==> src/rtl/rsl_pkg.sv <==
// rpm shift-light bar: shared types, register indexes and colour constants
// no dependencies; imported by every module of the block but the port checker
`timescale 1ns / 1ps

package rsl_pkg;

    localparam int MAX_LEDS    = 64;
    localparam int QUEUE_DEPTH = 2;

    localparam logic [10:0] FULL_SCALE = 11'd1024;

    // configuration register indexes
    localparam logic [2:0] CFG_LED_COUNT      = 3'd0;
    localparam logic [2:0] CFG_DISPLAY_MODE   = 3'd1;
    localparam logic [2:0] CFG_GREEN_THRESH   = 3'd2;
    localparam logic [2:0] CFG_YELLOW_THRESH  = 3'd3;
    localparam logic [2:0] CFG_RED_THRESH     = 3'd4;
    localparam logic [2:0] CFG_BLINK_THRESH   = 3'd5;
    localparam logic [2:0] CFG_BLINK_INTERVAL = 3'd6;

    // display modes; the fourth code behaves as the bar
    localparam logic [1:0] MODE_SOLID  = 2'd0;
    localparam logic [1:0] MODE_CENTRE = 2'd1;
    localparam logic [1:0] MODE_BAR    = 2'd2;

    // solid-fill scale: 102 + floor(922 * level / 1024)
    localparam logic [10:0] SCALE_FLOOR = 11'd102;
    localparam logic [19:0] SCALE_SPAN  = 20'd922;

    localparam logic [7:0] CH_FULL   = 8'hff;
    localparam logic [7:0] CH_YELLOW = 8'd180;

    typedef struct packed {
        logic [6:0]  led_count;
        logic [1:0]  display_mode;
        logic [10:0] green_thresh;
        logic [10:0] yellow_thresh;
        logic [10:0] red_thresh;
        logic [10:0] blink_thresh;
        logic [15:0] blink_interval;
    } t_cfg;

    // one frame as handed from the front end to the pixel emitter
    typedef struct packed {
        logic [6:0] count;
        logic [6:0] lo;
        logic [6:0] hi;
        logic [7:0] red;
        logic [7:0] green;
        logic [7:0] blue;
    } t_frame;

    typedef enum logic [1:0] {
        FS_IDLE,
        FS_RANGE,
        FS_SCALE,
        FS_PUSH
    } t_front_state;

endpackage

==> src/rtl/rsl_front.sv <==
// rpm shift-light bar front end: takes a level, updates the blink state and
// works out one frame descriptor in its range and scale states; uses rsl_pkg
`timescale 1ns / 1ps

module rsl_front
    import rsl_pkg::*;
(
    input  logic        i_clk,
    input  logic        i_rst_n,
    input  t_cfg        i_cfg,
    input  logic        i_in_valid,
    output logic        o_in_ready,
    input  logic [10:0] i_rpm_level,
    input  logic [31:0] i_now_ms,
    output logic        o_push_valid,
    input  logic        i_push_ready,
    output t_frame      o_frame
);

    t_front_state r_state, n_state;

    logic        r_blink_on, n_blink_on;
    logic [31:0] r_last_toggle, n_last_toggle;
    logic [10:0] r_lvl, n_lvl;
    logic [6:0]  r_count, n_count;
    logic [1:0]  r_mode, n_mode;
    logic        r_on, n_on;
    logic [7:0]  r_red, n_red, r_green, n_green, r_blue, n_blue;
    logic [10:0] r_scale, n_scale;
    logic [6:0]  r_lit, n_lit;
    t_frame      r_frame, n_frame;

    logic        accept;
    logic [10:0] lvl_sat;
    logic [6:0]  count_sat;
    logic [31:0] elapsed;
    logic [19:0] span_prod;
    logic [17:0] lit_sum;
    logic [7:0]  lit_raw;
    logic [18:0] red_prod, green_prod, blue_prod;
    logic [6:0]  spare;
    logic [6:0]  lo;

    assign o_in_ready   = (r_state == FS_IDLE);
    assign accept       = i_in_valid && o_in_ready;
    assign o_push_valid = (r_state == FS_PUSH);
    assign o_frame      = r_frame;

    assign lvl_sat   = (i_rpm_level > FULL_SCALE) ? FULL_SCALE : i_rpm_level;
    assign count_sat = (i_cfg.led_count == 7'd0) ? 7'd1 :
                       (i_cfg.led_count > 7'(MAX_LEDS)) ? 7'(MAX_LEDS) : i_cfg.led_count;
    assign elapsed   = i_now_ms - r_last_toggle;

    assign span_prod = 20'(r_lvl) * SCALE_SPAN;
    assign lit_sum   = 18'(r_lvl) * 18'(r_count) + 18'd1023;
    assign lit_raw   = lit_sum[17:10];

    assign red_prod   = 19'(r_red) * 19'(r_scale);
    assign green_prod = 19'(r_green) * 19'(r_scale);
    assign blue_prod  = 19'(r_blue) * 19'(r_scale);
    assign spare      = r_count - r_lit;
    assign lo         = (r_mode == MODE_CENTRE) ? {1'b0, spare[6:1]} : 7'd0;

    always_ff @(posedge i_clk) begin
        if (!i_rst_n) begin
            r_state       <= FS_IDLE;
            r_blink_on    <= 1'b1;
            r_last_toggle <= 32'd0;
        end else begin
            r_state       <= n_state;
            r_blink_on    <= n_blink_on;
            r_last_toggle <= n_last_toggle;
        end
    end

    always_ff @(posedge i_clk) begin
        r_lvl   <= n_lvl;
        r_count <= n_count;
        r_mode  <= n_mode;
        r_on    <= n_on;
        r_red   <= n_red;
        r_green <= n_green;
        r_blue  <= n_blue;
        r_scale <= n_scale;
        r_lit   <= n_lit;
        r_frame <= n_frame;
    end

    always_comb begin
        n_state       = r_state;
        n_blink_on    = r_blink_on;
        n_last_toggle = r_last_toggle;
        n_lvl         = r_lvl;
        n_count       = r_count;
        n_mode        = r_mode;
        n_on          = r_on;
        n_red         = r_red;
        n_green       = r_green;
        n_blue        = r_blue;
        n_scale       = r_scale;
        n_lit         = r_lit;
        n_frame       = r_frame;

        unique case (r_state)
            FS_IDLE: begin
                if (accept) begin
                    n_lvl   = lvl_sat;
                    n_count = count_sat;
                    n_mode  = i_cfg.display_mode;
                    if (lvl_sat >= i_cfg.red_thresh) begin
                        n_red = CH_FULL;   n_green = 8'd0;      n_blue = 8'd0;
                    end else if (lvl_sat >= i_cfg.yellow_thresh) begin
                        n_red = CH_FULL;   n_green = CH_YELLOW; n_blue = 8'd0;
                    end else if (lvl_sat >= i_cfg.green_thresh) begin
                        n_red = 8'd0;      n_green = CH_FULL;   n_blue = 8'd0;
                    end else begin
                        n_red = 8'd0;      n_green = 8'd0;      n_blue = CH_FULL;
                    end
                    if (lvl_sat >= i_cfg.blink_thresh) begin
                        if (elapsed >= {16'd0, i_cfg.blink_interval}) begin
                            n_blink_on    = ~r_blink_on;
                            n_last_toggle = i_now_ms;
                        end
                    end else begin
                        n_blink_on    = 1'b1;
                        n_last_toggle = i_now_ms;
                    end
                    n_on    = n_blink_on;
                    n_state = FS_RANGE;
                end
            end
            FS_RANGE: begin
                n_scale = SCALE_FLOOR + 11'(span_prod[19:10]);
                n_lit   = ({1'b0, r_count} < lit_raw) ? r_count : lit_raw[6:0];
                n_state = FS_SCALE;
            end
            FS_SCALE: begin
                n_frame.count = r_count;
                n_frame.red   = r_red;
                n_frame.green = r_green;
                n_frame.blue  = r_blue;
                if (!r_on) begin
                    n_frame.lo = 7'd0;
                    n_frame.hi = 7'd0;
                end else if (r_mode == MODE_SOLID) begin
                    n_frame.red   = red_prod[17:10];
                    n_frame.green = green_prod[17:10];
                    n_frame.blue  = blue_prod[17:10];
                    n_frame.lo    = 7'd0;
                    n_frame.hi    = r_count;
                end else begin
                    n_frame.lo = lo;
                    n_frame.hi = lo + r_lit;
                end
                n_state = FS_PUSH;
            end
            FS_PUSH: begin
                if (i_push_ready) begin
                    n_state = FS_IDLE;
                end
            end
            default: n_state = FS_IDLE;
        endcase
    end

endmodule

==> src/rtl/rsl_queue.sv <==
// rpm shift-light bar frame queue: short fifo of frame descriptors between
// the front end and the pixel emitter; uses rsl_pkg
`timescale 1ns / 1ps

module rsl_queue
    import rsl_pkg::*;
(
    input  logic   i_clk,
    input  logic   i_rst_n,
    input  logic   i_push_valid,
    output logic   o_push_ready,
    input  t_frame i_push_frame,
    output logic   o_pop_valid,
    input  logic   i_pop_ready,
    output t_frame o_pop_frame
);

    localparam int PTR_W = (QUEUE_DEPTH > 1) ? $clog2(QUEUE_DEPTH) : 1;
    localparam int CNT_W = $clog2(QUEUE_DEPTH + 1);

    t_frame             r_entry [QUEUE_DEPTH];
    logic [PTR_W-1:0]   r_wr_ptr, r_rd_ptr;
    logic [CNT_W-1:0]   r_fill;
    logic               push, pop;

    assign o_push_ready = (r_fill != CNT_W'(QUEUE_DEPTH));
    assign o_pop_valid  = (r_fill != '0);
    assign o_pop_frame  = r_entry[r_rd_ptr];
    assign push         = i_push_valid && o_push_ready;
    assign pop          = o_pop_valid && i_pop_ready;

    always_ff @(posedge i_clk) begin
        if (!i_rst_n) begin
            r_wr_ptr <= '0;
            r_rd_ptr <= '0;
            r_fill   <= '0;
        end else begin
            if (push) begin
                r_wr_ptr <= (r_wr_ptr == PTR_W'(QUEUE_DEPTH - 1)) ? '0 : r_wr_ptr + 1'b1;
            end
            if (pop) begin
                r_rd_ptr <= (r_rd_ptr == PTR_W'(QUEUE_DEPTH - 1)) ? '0 : r_rd_ptr + 1'b1;
            end
            if (push && !pop) begin
                r_fill <= r_fill + 1'b1;
            end else if (pop && !push) begin
                r_fill <= r_fill - 1'b1;
            end
        end
    end

    always_ff @(posedge i_clk) begin
        if (push) begin
            r_entry[r_wr_ptr] <= i_push_frame;
        end
    end

endmodule

==> src/rtl/rsl_back.sv <==
// rpm shift-light bar pixel emitter: walks one frame descriptor and sends
// one colour per led through an output register; uses rsl_pkg
`timescale 1ns / 1ps

module rsl_back
    import rsl_pkg::*;
(
    input  logic       i_clk,
    input  logic       i_rst_n,
    input  logic       i_frame_valid,
    output logic       o_frame_ready,
    input  t_frame     i_frame,
    output logic       o_out_valid,
    input  logic       i_out_ready,
    output logic [5:0] o_pixel_index,
    output logic [7:0] o_red_level,
    output logic [7:0] o_green_level,
    output logic [7:0] o_blue_level,
    output logic       o_frame_last
);

    logic       r_active;
    t_frame     r_frame;
    logic [5:0] r_idx;
    logic       r_out_valid;
    logic [5:0] r_pixel_index;
    logic [7:0] r_red, r_green, r_blue;
    logic       r_last;

    logic       advance, lit, last;
    logic [6:0] idx_ext;

    assign o_frame_ready = !r_active;
    assign advance       = r_active && (!r_out_valid || i_out_ready);
    assign idx_ext       = {1'b0, r_idx};
    assign lit           = (idx_ext >= r_frame.lo) && (idx_ext < r_frame.hi);
    assign last          = (idx_ext + 7'd1 == r_frame.count);

    assign o_out_valid   = r_out_valid;
    assign o_pixel_index = r_pixel_index;
    assign o_red_level   = r_red;
    assign o_green_level = r_green;
    assign o_blue_level  = r_blue;
    assign o_frame_last  = r_last;

    always_ff @(posedge i_clk) begin
        if (!i_rst_n) begin
            r_active    <= 1'b0;
            r_out_valid <= 1'b0;
            r_idx       <= '0;
        end else begin
            if (!r_active && i_frame_valid) begin
                r_active <= 1'b1;
                r_idx    <= '0;
            end else if (advance) begin
                if (last) begin
                    r_active <= 1'b0;
                end
                r_idx <= r_idx + 6'd1;
            end
            if (advance) begin
                r_out_valid <= 1'b1;
            end else if (i_out_ready) begin
                r_out_valid <= 1'b0;
            end
        end
    end

    always_ff @(posedge i_clk) begin
        if (!r_active && i_frame_valid) begin
            r_frame <= i_frame;
        end
        if (advance) begin
            r_pixel_index <= r_idx;
            r_red         <= lit ? r_frame.red : 8'd0;
            r_green       <= lit ? r_frame.green : 8'd0;
            r_blue        <= lit ? r_frame.blue : 8'd0;
            r_last        <= last;
        end
    end

endmodule

==> src/rtl/rpm_shift_light_bar.sv <==
// rpm shift-light bar top level: configuration registers, front end,
// frame queue and pixel emitter; uses rsl_pkg, rsl_front, rsl_queue, rsl_back
//
// usage: each input transaction carries an rpm level (q10, 1024 = full scale,
// higher values saturate) and a millisecond timestamp. the block answers with
// one output transaction per led in use, pixel index 0 upward, frame_last set
// on the final led. colour comes from three of the thresholds; at or above the
// blink threshold the whole bar goes dark on alternate blink intervals.
// configuration writes (index 0..6, data in the low bits) are taken every
// cycle and must only be issued while the block is idle.
// timing: the front end steps through capture, range and scale products and
// hand-off for each transaction, holding at the hand-off while the queue is
// full, then accepts the next input while the emitter is still busy. the
// emitter loads a frame and then sends one led per cycle while the receiver
// is ready; a frame holds n leds, 1 <= n <= 64.
// reset (synchronous, active low) restores the register defaults, turns the
// blink state on, clears the toggle time and empties the queue.
// a stalled receiver holds the current pixel; the two-entry frame queue then
// fills and input ready drops until it drains.
`timescale 1ns / 1ps

module rpm_shift_light_bar
    import rsl_pkg::*;
(
    input  logic        i_clk,
    input  logic        i_rst_n,
    input  logic        i_cfg_valid,
    output logic        o_cfg_ready,
    input  logic [2:0]  i_cfg_index,
    input  logic [15:0] i_cfg_data,
    input  logic        i_in_valid,
    output logic        o_in_ready,
    input  logic [10:0] i_rpm_level,
    input  logic [31:0] i_now_ms,
    output logic        o_out_valid,
    input  logic        i_out_ready,
    output logic [5:0]  o_pixel_index,
    output logic [7:0]  o_red_level,
    output logic [7:0]  o_green_level,
    output logic [7:0]  o_blue_level,
    output logic        o_frame_last
);

    t_cfg   r_cfg;
    t_frame push_frame, pop_frame;
    logic   push_valid, push_ready, pop_valid, pop_ready;

    assign o_cfg_ready = 1'b1;

    always_ff @(posedge i_clk) begin
        if (!i_rst_n) begin
            r_cfg.led_count      <= 7'd8;
            r_cfg.display_mode   <= MODE_BAR;
            r_cfg.green_thresh   <= 11'd512;
            r_cfg.yellow_thresh  <= 11'd768;
            r_cfg.red_thresh     <= 11'd922;
            r_cfg.blink_thresh   <= 11'd973;
            r_cfg.blink_interval <= 16'd100;
        end else if (i_cfg_valid) begin
            unique case (i_cfg_index)
                CFG_LED_COUNT:      r_cfg.led_count      <= i_cfg_data[6:0];
                CFG_DISPLAY_MODE:   r_cfg.display_mode   <= i_cfg_data[1:0];
                CFG_GREEN_THRESH:   r_cfg.green_thresh   <= i_cfg_data[10:0];
                CFG_YELLOW_THRESH:  r_cfg.yellow_thresh  <= i_cfg_data[10:0];
                CFG_RED_THRESH:     r_cfg.red_thresh     <= i_cfg_data[10:0];
                CFG_BLINK_THRESH:   r_cfg.blink_thresh   <= i_cfg_data[10:0];
                CFG_BLINK_INTERVAL: r_cfg.blink_interval <= i_cfg_data;
                default: ;
            endcase
        end
    end

    rsl_front u_front (
        .i_clk        (i_clk),
        .i_rst_n      (i_rst_n),
        .i_cfg        (r_cfg),
        .i_in_valid   (i_in_valid),
        .o_in_ready   (o_in_ready),
        .i_rpm_level  (i_rpm_level),
        .i_now_ms     (i_now_ms),
        .o_push_valid (push_valid),
        .i_push_ready (push_ready),
        .o_frame      (push_frame)
    );

    rsl_queue u_queue (
        .i_clk        (i_clk),
        .i_rst_n      (i_rst_n),
        .i_push_valid (push_valid),
        .o_push_ready (push_ready),
        .i_push_frame (push_frame),
        .o_pop_valid  (pop_valid),
        .i_pop_ready  (pop_ready),
        .o_pop_frame  (pop_frame)
    );

    rsl_back u_back (
        .i_clk         (i_clk),
        .i_rst_n       (i_rst_n),
        .i_frame_valid (pop_valid),
        .o_frame_ready (pop_ready),
        .i_frame       (pop_frame),
        .o_out_valid   (o_out_valid),
        .i_out_ready   (i_out_ready),
        .o_pixel_index (o_pixel_index),
        .o_red_level   (o_red_level),
        .o_green_level (o_green_level),
        .o_blue_level  (o_blue_level),
        .o_frame_last  (o_frame_last)
    );

endmodule

==> config.mk <==
export PLATFORM = sky130hd
export DESIGN_NAME = rpm_shift_light_bar
export DESIGN_NICKNAME = d
export VERILOG_FILES = /design/src/rtl/rsl_pkg.sv /design/src/rtl/rsl_front.sv /design/src/rtl/rsl_queue.sv /design/src/rtl/rsl_back.sv /design/src/rtl/rpm_shift_light_bar.sv
export SDC_FILE = /design/constraint.sdc
export NUM_CORES = 1
export LEC_CHECK = 0
export BUFFER_PORTS_ARGS = -buffer_cell sky130_fd_sc_hd__buf_2
export CORE_ASPECT_RATIO = 1.75
export CORE_UTILIZATION = 60
export CTS_CLUSTER_SIZE = 28
export DETAILED_ROUTE_END_ITERATION = 12
export GPL_TIMING_DRIVEN = 1
export HOLD_SLACK_MARGIN = 0.08
export PLACE_DENSITY = 0.81
export SLEW_MARGIN = 20
export SYNTH_ARGS = -nofsm -noshare
export SYNTH_HDL_FRONTEND = slang
export SYNTH_SLANG_ARGS = --single-unit
==> constraint.sdc <==
create_clock -name i_clk -period 18.51 [get_ports i_clk]
set_input_delay 3.702 -clock i_clk [delete_from_list [all_inputs] [get_ports i_clk]]
set_output_delay 3.702 -clock i_clk [all_outputs]
set_load 0.01 [all_outputs]
==> flow_summary.yaml <==
run_status:
  status: "completed"
global_route:
  track_usage_pct: 25.1
  grt_pass1_vias: 20300
  grt_max_degree: 90
  antenna_found_initial: 2
  overflow: 0
  grt_first_pass_wirelength_mm: 93.6
logic_synthesis:
  ys_seq_area_share_pct: 35.6
  synth_area_leaders: "edfxtp_1 27%, fa_1 15%, ha_1 14%, dfxtp_1 8.4%, inv_1 6.1%"
  synth_cell_type_count: 82
  synth-simple-area-share_pct: 11.3
  synthFlopType: "edfxtp_1"
  avgSynthCellArea_um2: 10.3
  ys_ff_latch: 366
  yosysTopAreaCellShare_pct: 27.2
  yosysWarningCount: 0
  synth_fa_ha_area_share_pct: 29.6
  synth_xor_xnor_area_share_pct: 3.27
  synth_top_family_by_area: "adder cells"
  synth_area_um2: 27600
  yosysTopAreaCell: "edfxtp_1"
  async_flop_share_pct: 0
  syn_inst: 2672
  syn-num-nets: 3263
  synth_compound_area_share_pct: 9.48
  muxShareOfSynthArea_pct: 3.36
  synth_edf_count: 250
sta:
  finalHoldViolCount: 0
  fin_tns_setup_ns: 0
  timing.final.crit_share_pct: 43.1
  relSlewSlack_pct: 28.4
  rsz0062_at_grt: "no"
  max_freq_mhz: 125
  slew_violations: 0
  period_minus_slack_ns: 7.98
  worst_pin_slew_ns: 1.07
  setup_viol: 0
  skew_ns: 0.0263
clocking:
  htree_num_levels: 2
  postCtsSetupBuffers: 0
  root_buffer: "clkbuf_16"
  numCtsBuffers: 36
  cts_sinks: 366
  tritoncts: "built"
  path_clk_slew_ns: 0.06
  ctsHoldBuffers: 0
  clock_latency_ns: 0.54
  clk_path_buf_depth: 3
  cts-resized-gates: 0
worst_setup_path:
  crit_arrival_ns: 8.41
  crit_slowest_cell: "nor4_1"
  path_max_fanout: 32
  path_class: "in2reg"
  cp_top_family: "compound AO/OA/AOI/OAI gates"
  required_ns: 18.94
  end_kind: "flip-flop"
  start_kind: "input port"
  crit_path_max_incr_delay_ns: 0.49
  crit_chain: "buf_2 -> ha_1 -> nor2b_1 -> o31a_2 -> o31a_1 -> o21ai_0 -> nor2_1 -> nor2_1 -> xnor2_1 -> ha_1 -> a21o_1 -> a21o_1 -> a211oi_1 -> nand4_1 -> a2111oi_2 -> nand4_1 -> nor4_1 -> nor2b_4 -> buf_4 -> o32a_1"
  crit_buf_inv: 2
min_path:
  hold_path_class: "reg2reg"
route:
  drc_errors: 0
  wl_mm: 56.6
  dr_total_vias: 18900
  drtIter0Drc: 844
  antenna_left: 0
  vias_per_cell: 5.62
  post_drt_wl_per_cell_um: 16.9
  drt-pass1-iter-count: 7
cells_and_area:
  fin_nets: 3345
  n_antenna_cell: 0
  layout-drive-gt1-share_pct: 8.89
  fillers: 3418
  area_growth_pct: 7.61
floorplan:
  fp.coreArea_um2: 45200
  die_height_um: 286
  start_util_pct: 61.0
  ioPinCount: 101
  core.rowCount: 103
  dieArea_um2: 46900
  die_w_um: 164
placement:
  gp_congestion: 0.912
  dp_hpwl_mm: 45.4
  io_buffer_count: 99
job:
  cap_violations: 0
## cells in the mapped netlist (13+ instances only)
master	n
a21o_1	44
a21oi_1	130
and2_1	74
and3_1	13
clkbuf_1	44
dfxtp_1	116
edfxtp_1	250
fa_1	213
ha_1	311
inv_1	452
mux2_2	46
mux2i_1	41
nand2_1	318
nand2b_1	16
nand3_1	26
nand4_1	15
nor2_1	121
nor2b_1	27
nor3_1	26
o211ai_1	27
o21a_1	24
o21ai_0	62
xnor2_1	64
xor2_1	39
## per-layer routing
layer  global-route usage [%]  share of wire [%]  up-vias
met4                     11.9                4.5        2
met2                     50.4                 57      439
met5                        0              0.025        -
li1                         -                  -     9075
met1                     24.5                 35     9181
met3                     2.94                3.4      169
## metrics by stage
step           cells  hold WS [ns]  utilization [%]  cell area (µm²)  worst slack (ns)
2_1_floorplan   2672         0.402                -            27600             11.13
3_3_place_gp    3292         0.422             63.1            28600             10.20
3_5_place_dp    3293         0.428             63.2            28600             10.08
4_1_cts         3356         0.435             65.6            29700             10.65
5_1_grt         3356         0.444             65.6            29700             10.31
6_report        3356         0.436             65.6            29700             10.53
## state kept, by name, summed over array words and instances, names as in the netlist, 2 cells and up
register,count
u_front.r_lvl,11
u_front.o_frame,44
u_front.r_green,2
u_back.o_pixel_index,6
u_front.r_state,2
r_cfg,69
u_back.o_green_level,8
u_front.r_mode,2
u_front.r_last_toggle,32
u_front.r_lit,7
u_queue.r_entry,88
u_back.o_blue_level,8
u_back.r_frame,44
u_back.r_idx,6
u_front.r_count,7
u_back.o_red_level,8
u_queue.r_fill,2
u_front.r_scale,11
## layout by cell type (no fill, tap or decap), types with 62 or more instances in the layout
master      n
nand2_1   318
inv_1     451
and2_1     74
buf_2      99
a21oi_1   130
fa_1      213
nor2_1    119
o21ai_0    62
xnor2_1    64
edfxtp_1  250
ha_1      310
dfxtp_1   115
## worst paths after layout
check	cells past startpoint	startpoint	endpoint	slack [ns]
worst min register to register	0	u_front.o_frame[9]	u_queue.r_entry[1][9]	0.44
worst max-delay path	20	i_now_ms[1]	u_front.r_blink_on	10.53
worst min-delay path	0	u_front.o_frame[9]	u_queue.r_entry[1][9]	0.44
worst max register to register	22	u_front.r_count[4]	u_front.r_lit[0]	11.65
## logic make-up after synthesis
| family | after synthesis |
|---|---|
| AOI/OAI and AO/OA | 399 |
| xor gates and xnor gates | 103 |
| adders and majority gates | 525 |
| buffers and inverters | 518 |
| DFF | 366 |
| muxes | 87 |
| other | 1 |
| and+or+nand+nor | 673 |
## layout make-up
type	count	area, µm²	share of cell area [%]
well taps	577	722	2.43
inverters	454	1700	5.74
clock buffers	47	972	3.27
multi-input cells	1788	15800	53.0
clock inverters	16	130	0.438
flip-flops and latches	366	9830	33.1
repair buffers	108	583	1.96
Power is left out: the tool's default activity adds up to more than one toggle a clock period on the data nets, which glitch-free logic cannot reach.
